File: config.mk
export PLATFORM = sky130hd
export DESIGN_NAME = deque_with_value_count_unit
export DESIGN_NICKNAME = d
export VERILOG_FILES = /design/src/rtl/core/dqvc_pkg.sv /design/src/rtl/core/dqvc_ctrl.sv /design/src/rtl/core/dqvc_dp.sv /design/src/rtl/core/deque_with_value_count_unit.sv
export SDC_FILE = /design/constraint.sdc
export NUM_CORES = 1
export LEC_CHECK = 0
export ABC_CLOCK_PERIOD_IN_PS = 5230
export BUFFER_PORTS_ARGS = -buffer_cell sky130_fd_sc_hd__buf_2
export CORE_ASPECT_RATIO = 1.75
export CORE_MARGIN = 2
export CORE_UTILIZATION = 40
export CTS_CLUSTER_DIAMETER = 100
export DETAILED_ROUTE_END_ITERATION = 8
export HOLD_SLACK_MARGIN = 0.02
export PLACE_DENSITY = 0.64
export SLEW_MARGIN = 20
export SYNTH_ARGS = -nofsm -noshare
export SYNTH_HDL_FRONTEND = slang
export SYNTH_HIERARCHICAL = 1
export SYNTH_SLANG_ARGS = --single-unit
File: constraint.sdc
create_clock -name clk -period 5.23 [get_ports clk]
set_input_delay 0.523 -clock clk [delete_from_list [all_inputs] [get_ports clk]]
set_output_delay 0.523 -clock clk [all_outputs]
set_load 0.02 [all_outputs]
File: src/rtl/core/dqvc_pkg.sv
package dqvc_pkg;

  localparam logic [2:0] OP_PUSH_FRONT = 3'd0;
  localparam logic [2:0] OP_PUSH_BACK  = 3'd1;
  localparam logic [2:0] OP_POP_FRONT  = 3'd2;
  localparam logic [2:0] OP_POP_BACK   = 3'd3;
  localparam logic [2:0] OP_COUNT      = 3'd4;

  localparam logic [1:0] ST_DONE  = 2'd0;
  localparam logic [1:0] ST_EMPTY = 2'd1;
  localparam logic [1:0] ST_FULL  = 2'd2;

  typedef struct packed {
    logic [2:0]         op;
    logic signed [31:0] value;
  } dqvc_in_t;

  typedef struct packed {
    logic [1:0] status;
    logic [4:0] match_count;
    logic [4:0] occupancy;
  } dqvc_out_t;

  typedef struct packed {
    logic load;
    logic exec;
    logic scan;
    logic drain;
    logic publish;
  } dqvc_cmd_t;

  typedef struct packed {
    logic is_count;
    logic empty;
    logic scan_last;
  } dqvc_sts_t;

endpackage

File: src/rtl/core/dqvc_ctrl.sv
module dqvc_ctrl (
  input  logic                 clk,
  input  logic                 rst_n,
  input  logic                 start,
  output logic                 busy,
  input  dqvc_pkg::dqvc_sts_t  sts,
  output dqvc_pkg::dqvc_cmd_t  cmd
);

  localparam logic [1:0] S_IDLE  = 2'd0;
  localparam logic [1:0] S_EXEC  = 2'd1;
  localparam logic [1:0] S_SCAN  = 2'd2;
  localparam logic [1:0] S_DRAIN = 2'd3;

  logic [1:0] state_r;
  logic [1:0] state_nxt;

  always_comb begin
    state_nxt = state_r;
    cmd       = '0;
    unique case (state_r)
      S_IDLE: begin
        if (start) begin
          cmd.load  = 1'b1;
          state_nxt = S_EXEC;
        end
      end
      S_EXEC: begin
        cmd.exec = 1'b1;
        if (sts.is_count && !sts.empty) begin
          state_nxt = S_SCAN;
        end else begin
          cmd.publish = 1'b1;
          state_nxt   = S_IDLE;
        end
      end
      S_SCAN: begin
        cmd.scan = 1'b1;
        if (sts.scan_last) begin
          state_nxt = S_DRAIN;
        end
      end
      S_DRAIN: begin
        cmd.drain   = 1'b1;
        cmd.publish = 1'b1;
        state_nxt   = S_IDLE;
      end
      default: begin
        state_nxt = S_IDLE;
      end
    endcase
  end

  always_ff @(posedge clk) begin
    if (!rst_n) begin
      state_r <= S_IDLE;
    end else begin
      state_r <= state_nxt;
    end
  end

  assign busy = (state_r != S_IDLE);

endmodule

File: src/rtl/core/dqvc_dp.sv
module dqvc_dp #(
  parameter int DEPTH = 16
) (
  input  logic                 clk,
  input  logic                 rst_n,
  input  dqvc_pkg::dqvc_in_t   in_item,
  input  dqvc_pkg::dqvc_cmd_t  cmd,
  output dqvc_pkg::dqvc_sts_t  sts,
  output logic                 out_strobe,
  output dqvc_pkg::dqvc_out_t  out_item
);

  localparam int AW = $clog2(DEPTH);
  localparam int CW = $clog2(DEPTH + 1);
  localparam int SW = CW + 1;

  localparam logic [AW-1:0] LAST_SLOT = AW'(DEPTH - 1);
  localparam logic [CW-1:0] FULL_CNT  = CW'(DEPTH);
  localparam logic [SW-1:0] WRAP      = SW'(DEPTH);

  logic [31:0] mem [DEPTH];

  logic [2:0]    op_r;
  logic [31:0]   value_r;
  logic [AW-1:0] front_r;
  logic [AW-1:0] front_nxt;
  logic [CW-1:0] count_r;
  logic [CW-1:0] count_nxt;
  logic [AW-1:0] ptr_r;
  logic [CW-1:0] k_r;
  logic [CW-1:0] matches_r;
  logic [CW-1:0] matches_nxt;
  logic [31:0]   rd_data_r;
  logic          cmp_v_r;
  logic          out_strobe_r;
  dqvc_pkg::dqvc_out_t out_r;

  logic          full;
  logic          empty;
  logic [AW-1:0] front_dec;
  logic [AW-1:0] ptr_inc;
  logic [SW-1:0] back_sum;
  logic [AW-1:0] back_slot;
  logic          wr_en;
  logic [AW-1:0] wr_addr;
  logic [1:0]    status_c;
  logic          hit;

  assign full      = (count_r == FULL_CNT);
  assign empty     = (count_r == '0);
  assign front_dec = (front_r == '0) ? LAST_SLOT : front_r - 1'b1;
  assign ptr_inc   = (ptr_r == LAST_SLOT) ? '0 : ptr_r + 1'b1;
  assign back_sum  = SW'(front_r) + SW'(count_r);
  assign back_slot = (back_sum >= WRAP) ? AW'(back_sum - WRAP) : AW'(back_sum);
  assign hit       = cmp_v_r && (rd_data_r == value_r);
  assign matches_nxt = matches_r + CW'(hit);

  always_comb begin
    front_nxt = front_r;
    count_nxt = count_r;
    wr_en     = 1'b0;
    wr_addr   = back_slot;
    status_c  = dqvc_pkg::ST_DONE;
    unique case (op_r) inside
      dqvc_pkg::OP_PUSH_FRONT: begin
        if (full) begin
          status_c = dqvc_pkg::ST_FULL;
        end else begin
          front_nxt = front_dec;
          count_nxt = count_r + 1'b1;
          wr_en     = 1'b1;
          wr_addr   = front_dec;
        end
      end
      dqvc_pkg::OP_PUSH_BACK: begin
        if (full) begin
          status_c = dqvc_pkg::ST_FULL;
        end else begin
          count_nxt = count_r + 1'b1;
          wr_en     = 1'b1;
        end
      end
      dqvc_pkg::OP_POP_FRONT, dqvc_pkg::OP_POP_BACK: begin
        if (empty) begin
          status_c = dqvc_pkg::ST_EMPTY;
        end else begin
          count_nxt = count_r - 1'b1;
          if (op_r == dqvc_pkg::OP_POP_FRONT) begin
            front_nxt = (front_r == LAST_SLOT) ? '0 : front_r + 1'b1;
          end
        end
      end
      default: begin
      end
    endcase
  end

  assign sts.is_count  = (op_r == dqvc_pkg::OP_COUNT);
  assign sts.empty     = empty;
  assign sts.scan_last = (k_r == count_r - 1'b1);

  always_ff @(posedge clk) begin
    if (cmd.exec && wr_en) begin
      mem[wr_addr] <= value_r;
    end
  end

  always_ff @(posedge clk) begin
    if (cmd.scan) begin
      rd_data_r <= mem[ptr_r];
    end
  end

  always_ff @(posedge clk) begin
    if (cmd.load) begin
      op_r    <= in_item.op;
      value_r <= in_item.value;
    end
    if (cmd.exec) begin
      ptr_r     <= front_r;
      k_r       <= '0;
      matches_r <= '0;
    end else begin
      matches_r <= matches_nxt;
      if (cmd.scan) begin
        ptr_r <= ptr_inc;
        k_r   <= k_r + 1'b1;
      end
    end
    if (cmd.publish) begin
      out_r.status      <= status_c;
      out_r.match_count <= cmd.drain ? 5'(matches_nxt) : 5'd0;
      out_r.occupancy   <= cmd.exec ? 5'(count_nxt) : 5'(count_r);
    end
  end

  always_ff @(posedge clk) begin
    if (!rst_n) begin
      front_r      <= '0;
      count_r      <= '0;
      cmp_v_r      <= 1'b0;
      out_strobe_r <= 1'b0;
    end else begin
      if (cmd.exec) begin
        front_r <= front_nxt;
        count_r <= count_nxt;
      end
      cmp_v_r      <= cmd.scan;
      out_strobe_r <= cmd.publish;
    end
  end

  assign out_strobe = out_strobe_r;
  assign out_item   = out_r;

endmodule

File: src/rtl/core/deque_with_value_count_unit.sv
// Channel   Ports                    Transfer
// input     start, busy, in_item     taken when start is high and busy is low
// result    out_strobe, out_item     strobed for a single cycle, cannot be held off
//
// Push, pop, unknown ops and a count on an empty queue: the item is latched on accept,
// executed in EXEC, and its result and strobe registered together.
// Count on n >= 1 held entries: EXEC, then SCAN over the entries, then DRAIN; the
// scan reads the entry store one slot per cycle through its single registered read port.
// Reset (rst_n low, synchronous) empties the queue; stored values are kept.
// busy drops in the cycle the result is strobed, so the next item may be
// taken alongside it.
module deque_with_value_count_unit #(
  parameter int DEPTH = 16
) (
  input  logic                 clk,
  input  logic                 rst_n,
  input  logic                 start,
  output logic                 busy,
  input  dqvc_pkg::dqvc_in_t   in_item,
  output logic                 out_strobe,
  output dqvc_pkg::dqvc_out_t  out_item
);

  dqvc_pkg::dqvc_cmd_t cmd;
  dqvc_pkg::dqvc_sts_t sts;

  dqvc_ctrl u_ctrl (
    .clk   (clk),
    .rst_n (rst_n),
    .start (start),
    .busy  (busy),
    .sts   (sts),
    .cmd   (cmd)
  );

  dqvc_dp #(
    .DEPTH (DEPTH)
  ) u_dp (
    .clk        (clk),
    .rst_n      (rst_n),
    .in_item    (in_item),
    .cmd        (cmd),
    .sts        (sts),
    .out_strobe (out_strobe),
    .out_item   (out_item)
  );

endmodule

# Word level (Yosys, flattened, before mapping)
# Memory sizes are Yosys's and may differ from the RTL's. A register that Yosys moved wholly into a read port is not among the register bits.
# Index checks and enable logic that the tools add are counted.
word_totals:
  n_memories: 1
  elab_cells: 90
  register_bits: 74
  ramBits: 512
  input_bits: 38
op_classes:
  n_lt_le_gt_ge: 1
  reduce_logical: 15
  mux: 34
  addsub: 9
  n_eq_ne: 17
mem_list:
  columns: ["memory", "depth", "width", "read_ports", "rd_ports_with_merged_regs", "wr", "line", "text"]
  rows:
  - ["u_dp.mem", 16, 32, 1, 1, 1, "dqvc_dp.sv:21", "logic [31:0] mem [DEPTH];"]
ops:
  columns: ["op", "count"]
  rows:
  - ["$mux 4", 11]
  - ["$eq 32x32->1", 1]
  - ["$mux 5", 3]
  - ["$mux 1", 11]
  - ["$add 5x1->5 const B", 2]
  - ["$pmux 5 s2", 1]
  - ["$add 4x1->4 const B", 2]
  - ["$eq 4x4->1 const B", 2]
  - ["$mux 2", 4]
  - ["$ne 2x2->1 const B", 4]
  - ["$pmux 2 s4", 1]
  - ["$pmux 4 s2", 1]
  - ["$sub 4x1->4 const B", 2]
  - ["$add 4x5->6", 1]
  - ["$eq 3x2->1 const B", 2]
  - ["$ge 6x5->1 const B", 1]
  - ["$reduce_bool 2->1", 3]
  - ["$add 5x1->5", 1]
  - ["$eq 5x5->1", 1]
  - ["$eq 5x5->1 const B", 1]
  - ["$logic_not 5->1", 1]
  - ["$reduce_and 5->1", 1]
  - ["$sub 5x1->5 const B", 1]
  - ["$eq 2x2->1 const B", 2]
  - ["13 further kinds", 16]

# Longest topological paths before layout
# Gate-level depths: netlist of the first run.
logic_depth:
  ltp_word: 6
  mapped_depth: 9
  mapped_depth_nobuf: 9

# Hierarchy
# The synthesis of the first run kept the hierarchy.
modules_own_cells:
  columns: ["mod", "instances", "area_each_um2", "seq_area_each_um2", "cells_per_inst"]
  rows:
  - ["dqvc_dp", 1, 24068.1, 18287.5, 1268]
  - ["dqvc_ctrl", 1, 125.1, 40.0, 14]

# Least setup slack after synthesis of the first run
# Ideal clock, no wire load.
synth_timing:
  kind: "reg2reg"
  startpoint: "register u_dp.front_r[0]"
  endpoint: "memory u_dp.mem[11][0], enable pin"
  n_path_buf: 0
  synth_period_minus_slack_ns: 4.278
  arrival_time_ns: 3.817
  path_slack_ns: 0.952
  setup_time_ns: 0.461
  path_stages_with_launch: 8
  cell_sequence: "dfxtp_1 -> ha_1 -> inv_1 -> fa_1 -> xor2_1 -> nand2_1 -> mux2_2 -> nor3_1"
synth_via:
  elab_chain_len: 5
  elab_cells_between_ends: 9
synth_lines:
  columns: ["item", "line", "text"]
  rows:
  - ["start: declaration", "dqvc_dp.sv:25", "logic [AW-1:0] front_r;"]
  - ["start signal: assignment", "dqvc_dp.sv:145", "front_r <= front_nxt;"]
  - ["$add 4x5->6", "dqvc_dp.sv:53", "assign back_sum = SW'(front_r) + SW'(count_r);"]
  - ["$ge 6x5->1 or $sub 4x1->4 (tied branches)", "dqvc_dp.sv:54", "assign back_slot = (back_sum >= WRAP) ? AW'(back_sum - WRAP) : AW'(back_sum);"]
  - ["$mux 4", "dqvc_dp.sv:54", null]
  - ["$mux 4", "dqvc_dp.sv:66", "if (full) begin"]
  - ["$mux 4 *", "dqvc_dp.sv:64", "unique case (op_r) inside"]
  - ["end: declaration", "dqvc_dp.sv:21", null]
# Mark *: on every way between the ends. The rest lies on a longest branch, timed or not.

# Final worst setup path of the first run
layout_timing:
  startpoint: "register u_dp.value_r[28]"
  endpoint: "register u_dp.out_r, in the netlist u_dp/out_item[9], data pin"
layout_via:
  elab_chain_len: 3
layout_lines:
  columns: ["item", "line", "text"]
  rows:
  - ["start: declaration", "dqvc_dp.sv:24", "logic [31:0] value_r;"]
  - ["start signal: assignment", "dqvc_dp.sv:117", "value_r <= in_item.value;"]
  - ["$eq 32x32->1", "dqvc_dp.sv:55", "assign hit = cmp_v_r && (rd_data_r == value_r);"]
  - ["$logic_and 1x1->1", "dqvc_dp.sv:55", null]
  - ["$add 5x1->5", "dqvc_dp.sv:56", "assign matches_nxt = matches_r + CW'(hit);"]
  - ["end: declaration", "dqvc_dp.sv:36", "dqvc_pkg::dqvc_out_t out_r;"]
# Every way passes these cells.
# A chain may end at the register's enable or synchronous reset.

==> results by group, run 1 <==
Floorplan
  – I/O pin count: 52
  – Die area: 62500 sq um
  – Core area: 60000 sq um
  – Row count: 119
  – Initial Util: 0.403
  – Die Y: 329 um
  – Die X: 190 um

Pwr
  – Maximum VDD drop: 0.000232 V
  – Pleak: 9.05 nW
  – Tot Pwr: 10.0 mW
  – PwrDens: 366 nW/um^2

Route
  – Routed Wire Length: 54300 um
  – Number of nets with antenna violations after detailed routing: 0
  – Number of vias per cell: 5.59
  – DRC violations left: 0
  – First-pass DRT Iterations: 5
  – DRT iter0 DRCs: 1017
  – WL per Instance: 24.8 um
  – Via Count: 12233

Critical path
  – CP Launch Point: u_dp/value_r[28]
  – Critical path class: register to register
  – CP required: 5560 ps
  – FF-to-FF Start: u_dp/value_r[28]
  – Startpoint types: register
  – Critical path data arrival time: 3680 ps
  – CP endpoint kind: register
  – CP Max Fanout: 17

Clock network
  – Post-CTS Hold Buffers: 0
  – CTS tree: yes
  – CTS buffer count: 51
  – Root buffer cell: clkbuf_16
  – Number of H-tree levels: 2
  – Post-CTS setup buffer count: 0
  – Resized cells post-CTS: 0
  – CTS Sinks: 618
  – CTS max path bufs: 3
  – Worst-Skew Late Latency: 580 ps
  – Reg clk slew, reported paths: 70 ps

Timing
  – Slew HR: 0.275
  – Clk_skew: 13.6 ps
  – Worst Tran Pin Value: 1080 ps
  – Final hold violation count: 0
  – Setup TNS: 0 ps
  – Final min period: 3360 ps
  – Max-slew violation count: 0
  – Setup ws final: 1870 ps
  – Fmax achieved: 298 MHz
  – Final setup fails: 0
  – Final Cycle Share: 0.642
  – Unrepaired setup endpoints after global routing: no

Placed design
  – Placement Setup Slack: 1830 ps
  – Post-DP HPWL: 29400 um
  – Buffers added on ports: 51
  – Gpl congestion: 0.832

Synthesis
  – Sequential share of the synthesized area: 0.758
  – Post-synthesis async set-or-reset flop share: 0
  – YS warnings: 6
  – Proportion of synthesized area in mux cells: 0.117
  – Post-synth top area cell: edfxtp_1
  – Mapped Area: 24200 sq um
  – Predominant post-synthesis flop cell: edfxtp_1
  – Largest family of logic cells by synthesized area: multiplexers
  – Synth Register Bits: 618
  – Synth cell types: 60
  – Cells after synthesis: 1282
  – Adder-Cell Fraction of Synth Area: 0.00652
  – Top-area cell type share of the netlist area: 0.739
  – Top cells by area, synth: edfxtp_1, mux4_2, mux2i_1
  – Compound-Gate Fraction of Synth Area: 0.0508
  – Post-synthesis net count: 1332
  – Post-Synth XOR/XNOR Area: 0.0199
  – Avg Cell Area, Syn: 18.9 sq um
  – Post-synth EDFFs: 595
  – Post-Synth Simple-Gate Area: 0.0325

Cells and area
  – Share of cells above drive strength 1: 0.191
  – Syn-to-layout area delta: 13.0%
  – Final design utilization: 0.456
  – Multi-input combinational cell area: 5590 sq um
  – NumNets Final: 1412
  – Commonest non-fill, non-tap cell in the layout: edfxtp_1
  – Most frequent cells in the layout: edfxtp_1, mux2i_1, a221oi_1
  – Reg area: 18300 sq um
  – Fillers: 4961
  – N_diodes: 0

Run status
  – Status: completed

Global routing
  – GRT Overall Usage: 0.176
  – First-pass GRT wire length: 81000 um
  – Largest net degree at the start of global routing: 65
  – Vias in the first global route: 12917
  – Initial antenna violation count: 1
  – Total grt overflow: 0

Min path
  – Hold/Removal Path Class: input port to register
  – Worst min-delay path startpoint: in_item[9]

Run
  – MaxCap Viol Count: 0
## cell usage after synthesis (2+ instances only)
cell type,instances
xor2_1,42
a22oi_1,32
or2_2,2
and4bb_1,2
nand2_1,41
or3_1,2
buf_1,3
buf_4,18
mux2i_1,137
nor4_1,7
a21o_1,2
a221oi_1,65
nor2_1,16
clkbuf_1,30
ha_1,11
nand2b_1,4
nand3b_1,2
a21oi_1,10
xnor2_1,13
a31oi_1,5
nor3b_1,2
and2_1,9
nand4_1,3
and2_2,2
nand3_1,15
or4_1,2
inv_1,10
o21ai_0,40
mux4_2,64
and3_1,2
buf_2,14
dfxtp_1,23
nor2b_1,10
mux2_2,2
edfxtp_1,595
nor3_1,21
## stage by stage
stage | std cells | instance area (sq um) | hold WS [ps]
after floorplan | 1282 | 24200 | 469
after CTS | 2189 | 27300 | 81.8
final | 2189 | 27300 | 112
after detailed placement | 2095 | 25600 | 515
after global placement | 2095 | 25600 | 502
after global routing | 2189 | 27300 | 87.7
## where the power goes
group          switching, mW  leakage [nW]  internal (mW)  total (mW)
sequential            0.0740          5.56           5.47        5.54
combinational          0.240          2.63          0.154       0.394
clock                   1.73         0.857           2.33        4.06
## worst paths after layout
check	end	slack (ps)	depth (start not counted)
hold / removal	u_dp/value_r[9]	110	1
hold reg to reg	u_ctrl/state_r[0]	520	1
setup / recovery	u_dp/out_item[9]	1870	9
setup reg to reg	u_dp/out_item[9]	1870	9
## flip-flops by register name (all words and copies together), names as in the netlist, 4 cells and up, named ones only
signal          cells
u_dp/k_r            5
u_dp/mem          512
u_dp/count_r        5
u_dp/out_item      12
u_dp/rd_data_r     32
u_dp/matches_r      5
u_dp/value_r       32
u_dp/ptr_r          4
u_dp/front_r        4
## final cells by class
| cell class | instances | area share |
|---|---|---|
| Sequential cell | 618 | 0.670 |
| Tap cell | 786 | 0.0360 |
| Inverter | 12 | 0.00165 |
| Timing Repair Buffer | 92 | 0.0224 |
| Clock buffer | 62 | 0.0501 |
| Clock inverter | 32 | 0.0152 |
| Multi-Input combinational cell | 587 | 0.204 |
## per-layer routing
layer  global-route usage  routed length, um  vias to the layer above
met1                0.212              21300                     6461
met4               0.0610               1550                        2
met3               0.0196               2220                       82
li1                     -                  -                     5371
met5                    0                  7                        -
met2                0.325              29200                      317
## critical path: stages (launching register included)
cell and delay, ps:
edfxtp_1 600, xor2_1 240, nor4_1 750, nand4_1 260
nor3_1 430, ha_1 260, ha_1 190, nand3_1 100
xor2_1 190, nor2b_1 80
## logic make-up after synthesis
group / after synthesis
adders and majority gates: 12
xor gates and xnor gates: 55
muxes: 203
buffers and inverters: 77
AOI/OAI and AO/OA: 168
and+or+nand+nor: 149
DFF: 618
(Power assumes the default switching activity.)
==> run 2, diff against run 1 <==
--- a/config.mk
+++ b/config.mk
@@ -5,7 +5,8 @@
 export SDC_FILE = /design/constraint.sdc
 export NUM_CORES = 1
 export LEC_CHECK = 0
-export ABC_CLOCK_PERIOD_IN_PS = 5230
+export ABC_AREA = 1
+export ABC_CLOCK_PERIOD_IN_PS = 3300
 export BUFFER_PORTS_ARGS = -buffer_cell sky130_fd_sc_hd__buf_2
 export CORE_ASPECT_RATIO = 1.75
 export CORE_MARGIN = 2
==> constraint.sdc (replaced) <==
create_clock -name clk -period 3.3 [get_ports clk]
set_input_delay 0.33 -clock clk [delete_from_list [all_inputs] [get_ports clk]]
set_output_delay 0.33 -clock clk [all_outputs]
set_load 0.02 [all_outputs]
==> results by group, run 2 <==
Floorplan
  – Initial Util: 0.405
  – Die Y: 334 um
  – Die X: 192 um
  – I/O pin count: 52
  – Die area: 64200 sq um
  – Core area: 61300 sq um
  – Row count: 120

Route
  – WL per Instance: 21.6 um
  – First-pass DRT Iterations: 5
  – Number of vias per cell: 5.39
  – DRT iter0 DRCs: 1534
  – DRC violations left: 0
  – Number of nets with antenna violations after detailed routing: 0
  – Via Count: 16313
  – Routed Wire Length: 65500 um

Timing
  – Clk_skew: 25.9 ps
  – Setup TNS: 0 ps
  – Worst Tran Pin Value: 908 ps
  – Max-slew violation count: 0
  – Final hold violation count: 0
  – Final min period: 2910 ps
  – Setup ws final: 391 ps
  – Unrepaired setup endpoints after global routing: no
  – Final Cycle Share: 0.881
  – Final setup fails: 0
  – Fmax achieved: 344 MHz
  – Slew HR: 0.394

Pwr
  – Logic pwr share: 0.116
  – Maximum VDD drop: 0.000517 V
  – PwrDens: 615 nW/um^2
  – Total internal power: 13.3 mW
  – Pleak: 10.3 nW
  – Tot Pwr: 17.7 mW
  – Switching Share: 0.251
  – Clock power frac: 0.378
  – Sw Pwr: 4.46 mW
  – Seq pwr share: 0.506

Clock network
  – Resized cells post-CTS: 0
  – Worst-Skew Late Latency: 600 ps
  – CTS tree: yes
  – CTS max path bufs: 3
  – Reg clk slew, reported paths: 70 ps
  – Root buffer cell: clkbuf_16
  – CTS buffer count: 52
  – CTS Sinks: 618
  – Number of H-tree levels: 2
  – Post-CTS setup buffer count: 0

Synthesis
  – Avg Cell Area, Syn: 12.0 sq um
  – Predominant post-synthesis flop cell: edfxtp_1
  – Synth cell types: 33
  – Top cells by area, synth: edfxtp_1, nand2_1, nor2_1
  – Post-synthesis net count: 2116
  – Post-synth top area cell: edfxtp_1
  – Post-synth EDFFs: 595
  – Sequential share of the synthesized area: 0.738
  – Cells after synthesis: 2066
  – Top cells by count, synth: edfxtp_1, nand2_1, nor2_1
  – YS warnings: 6
  – Post-synthesis async set-or-reset flop share: 0
  – Synth Register Bits: 618
  – Top-area cell type share of the netlist area: 0.720
  – Most frequent cell after synthesis: edfxtp_1
  – Mapped Area: 24800 sq um

Cells and area
  – Syn-to-layout area delta: 16.1%
  – NumNets Final: 2239
  – Most frequent cells in the layout: edfxtp_1, nand2_1, nor2_1
  – Max FFs per register: 512
  – Final design utilization: 0.471
  – Multi-input combinational cell area: 5830 sq um
  – Non-filler instance count after layout: 3026
  – Reg area: 18300 sq um
  – Largest regs: u_dp/mem: 512 flops, u_dp/rd_data_r: 32 flops, u_dp/value_r: 32 flops
  – Share of cells above drive strength 1: 0.111
  – Fillers: 5373
  – N_diodes: 0
  – Largest register by flop count: u_dp/mem
  – Commonest non-fill, non-tap cell in the layout: edfxtp_1

Placed design
  – Gpl congestion: 0.983
  – Placement Setup Slack: 438 ps
  – Buffers added on ports: 51
  – Placed Cells: 2892
  – Post-DP HPWL: 39100 um

Min path
  – Hold/Removal Path Class: input port to register

Critical path
  – Most used cell along the critical path: nand2_1
  – R2R cell count: 10
  – Reg2reg setup slack: 390 ps
  – Worst path slowest cell: dfxtp_1
  – CP max stage delay: 430 ps
  – CP endpoint kind: register
  – Startpoint types: register
  – Critical-path cell list: inv_1 > ha_1 > nand3_1 > nand2_1 > nand2_1 > nand2_1 > inv_1 > nand3_1 > nor2_4 > buf_4
  – CP required: 3540 ps
  – CP Max Fanout: 22
  – Critical path class: register to register
  – Crit path to: u_dp/mem[12][21]
  – Reg-to-reg endpoint: u_dp/mem[12][21]
  – Critical path data arrival time: 3150 ps
  – CP Launch Point: u_dp/count_r[0]
  – FF-to-FF Start: u_dp/count_r[0]

Global routing
  – Total grt overflow: 0
  – Initial antenna violation count: 0
  – First-pass GRT wire length: 98800 um
  – Largest net degree at the start of global routing: 161
  – Vias in the first global route: 16472
  – GRT Overall Usage: 0.207

Run status
  – Status: completed

Run
  – MaxCap Viol Count: 0
==> run 2: cell types whose count changed after synthesis, moves of 70 or more <==
cell     change
inv_1       +70
nand3_1     +91
o21ai_0    +121
o21ai_1     +72
mux2i_1    -137
nand2_1    +416
nor2_1     +255
a21oi_1     +85
==> run 2: worst min path at each step <==
stage,from,to,slack [ps],depth (start not counted)
6_report,rst_n,u_dp/out_strobe,80,3
5_1_grt,rst_n,u_dp/out_strobe,80,3
4_1_cts,rst_n,u_dp/out_strobe,60,3
3_5_place_dp,u_dp/k_r[4],u_dp/k_r[4],490,1
3_3_place_gp,u_dp/k_r[4],u_dp/k_r[4],470,1
2_1_floorplan,rst_n,u_dp/out_strobe,420,2
==> run 2: cell type report <==
type,count,share of cell area
Sequential cell,618,0.636
Multi-Input combinational cell,1262,0.202
Timing Repair Buffer,170,0.0521
Clock buffer,61,0.0474
Tap cell,793,0.0344
Clock inverter,37,0.0170
Inverter,85,0.0112
==> run 2: cells by family after synthesis <==
family / Yosys count / synth area share
buffers and inverters: 186 / 0.0327
AND/OR/NAND/NOR: 854 / 0.136
adder cells (fa/ha/maj): 12 / 0.00635
AO/OA/AOI/OAI: 376 / 0.0795
XOR/XNOR: 20 / 0.00705
flip-flops: 618 / 0.738
==> run 2: critical path: cells and delay by family, from the launching register on <==
kind / cells / cell delay [ps]
AND/OR/NAND/NOR: 6 / 1240
buffers and inverters: 3 / 610
flip-flops: 1 / 430
adder cells (fa/ha/maj): 1 / 270
==> run 2: power groups by stage <==
stage | logic, mW | registers [mW] | clock network (mW)
CTS | 2.07 | 8.98 | 6.81
global route | 2.28 | 8.99 | 7.05
detailed placement | 2.03 | 9.15 | 0
finish | 2.06 | 8.98 | 6.70
global placement | 1.98 | 9.15 | 0
floorplan | 1.22 | 9.14 | 0
==> run 2: what timing repair did <==
action,4_1_cts,5_1_grt
hold buffers,36,0
endpoints found under the hold margin,36,0
setup endpoints to repair,0,0
==> run 2: layer usage <==
| layer | share of wire | track usage | up-vias | routed length, um |
|---|---|---|---|---|
| li1 | - | - | 7489 | - |
| met1 | 0.36 | 0.237 | 8021 | 23800 |
| met2 | 0.53 | 0.378 | 630 | 34900 |
| met3 | 0.050 | 0.0194 | 173 | 3250 |
| met4 | 0.053 | 0.106 | 0 | 3490 |
| met5 | 0 | 0 | - | 0 |
==> run 2: through the flow <==
stage | hold WS, ps | instance area, sq um
after floorplan | 423 | 24800
after global placement | 469 | 26600
after detailed placement | 495 | 26600
after CTS | 63.0 | 28800
after global routing | 84.2 | 28800
final | 77.4 | 28800
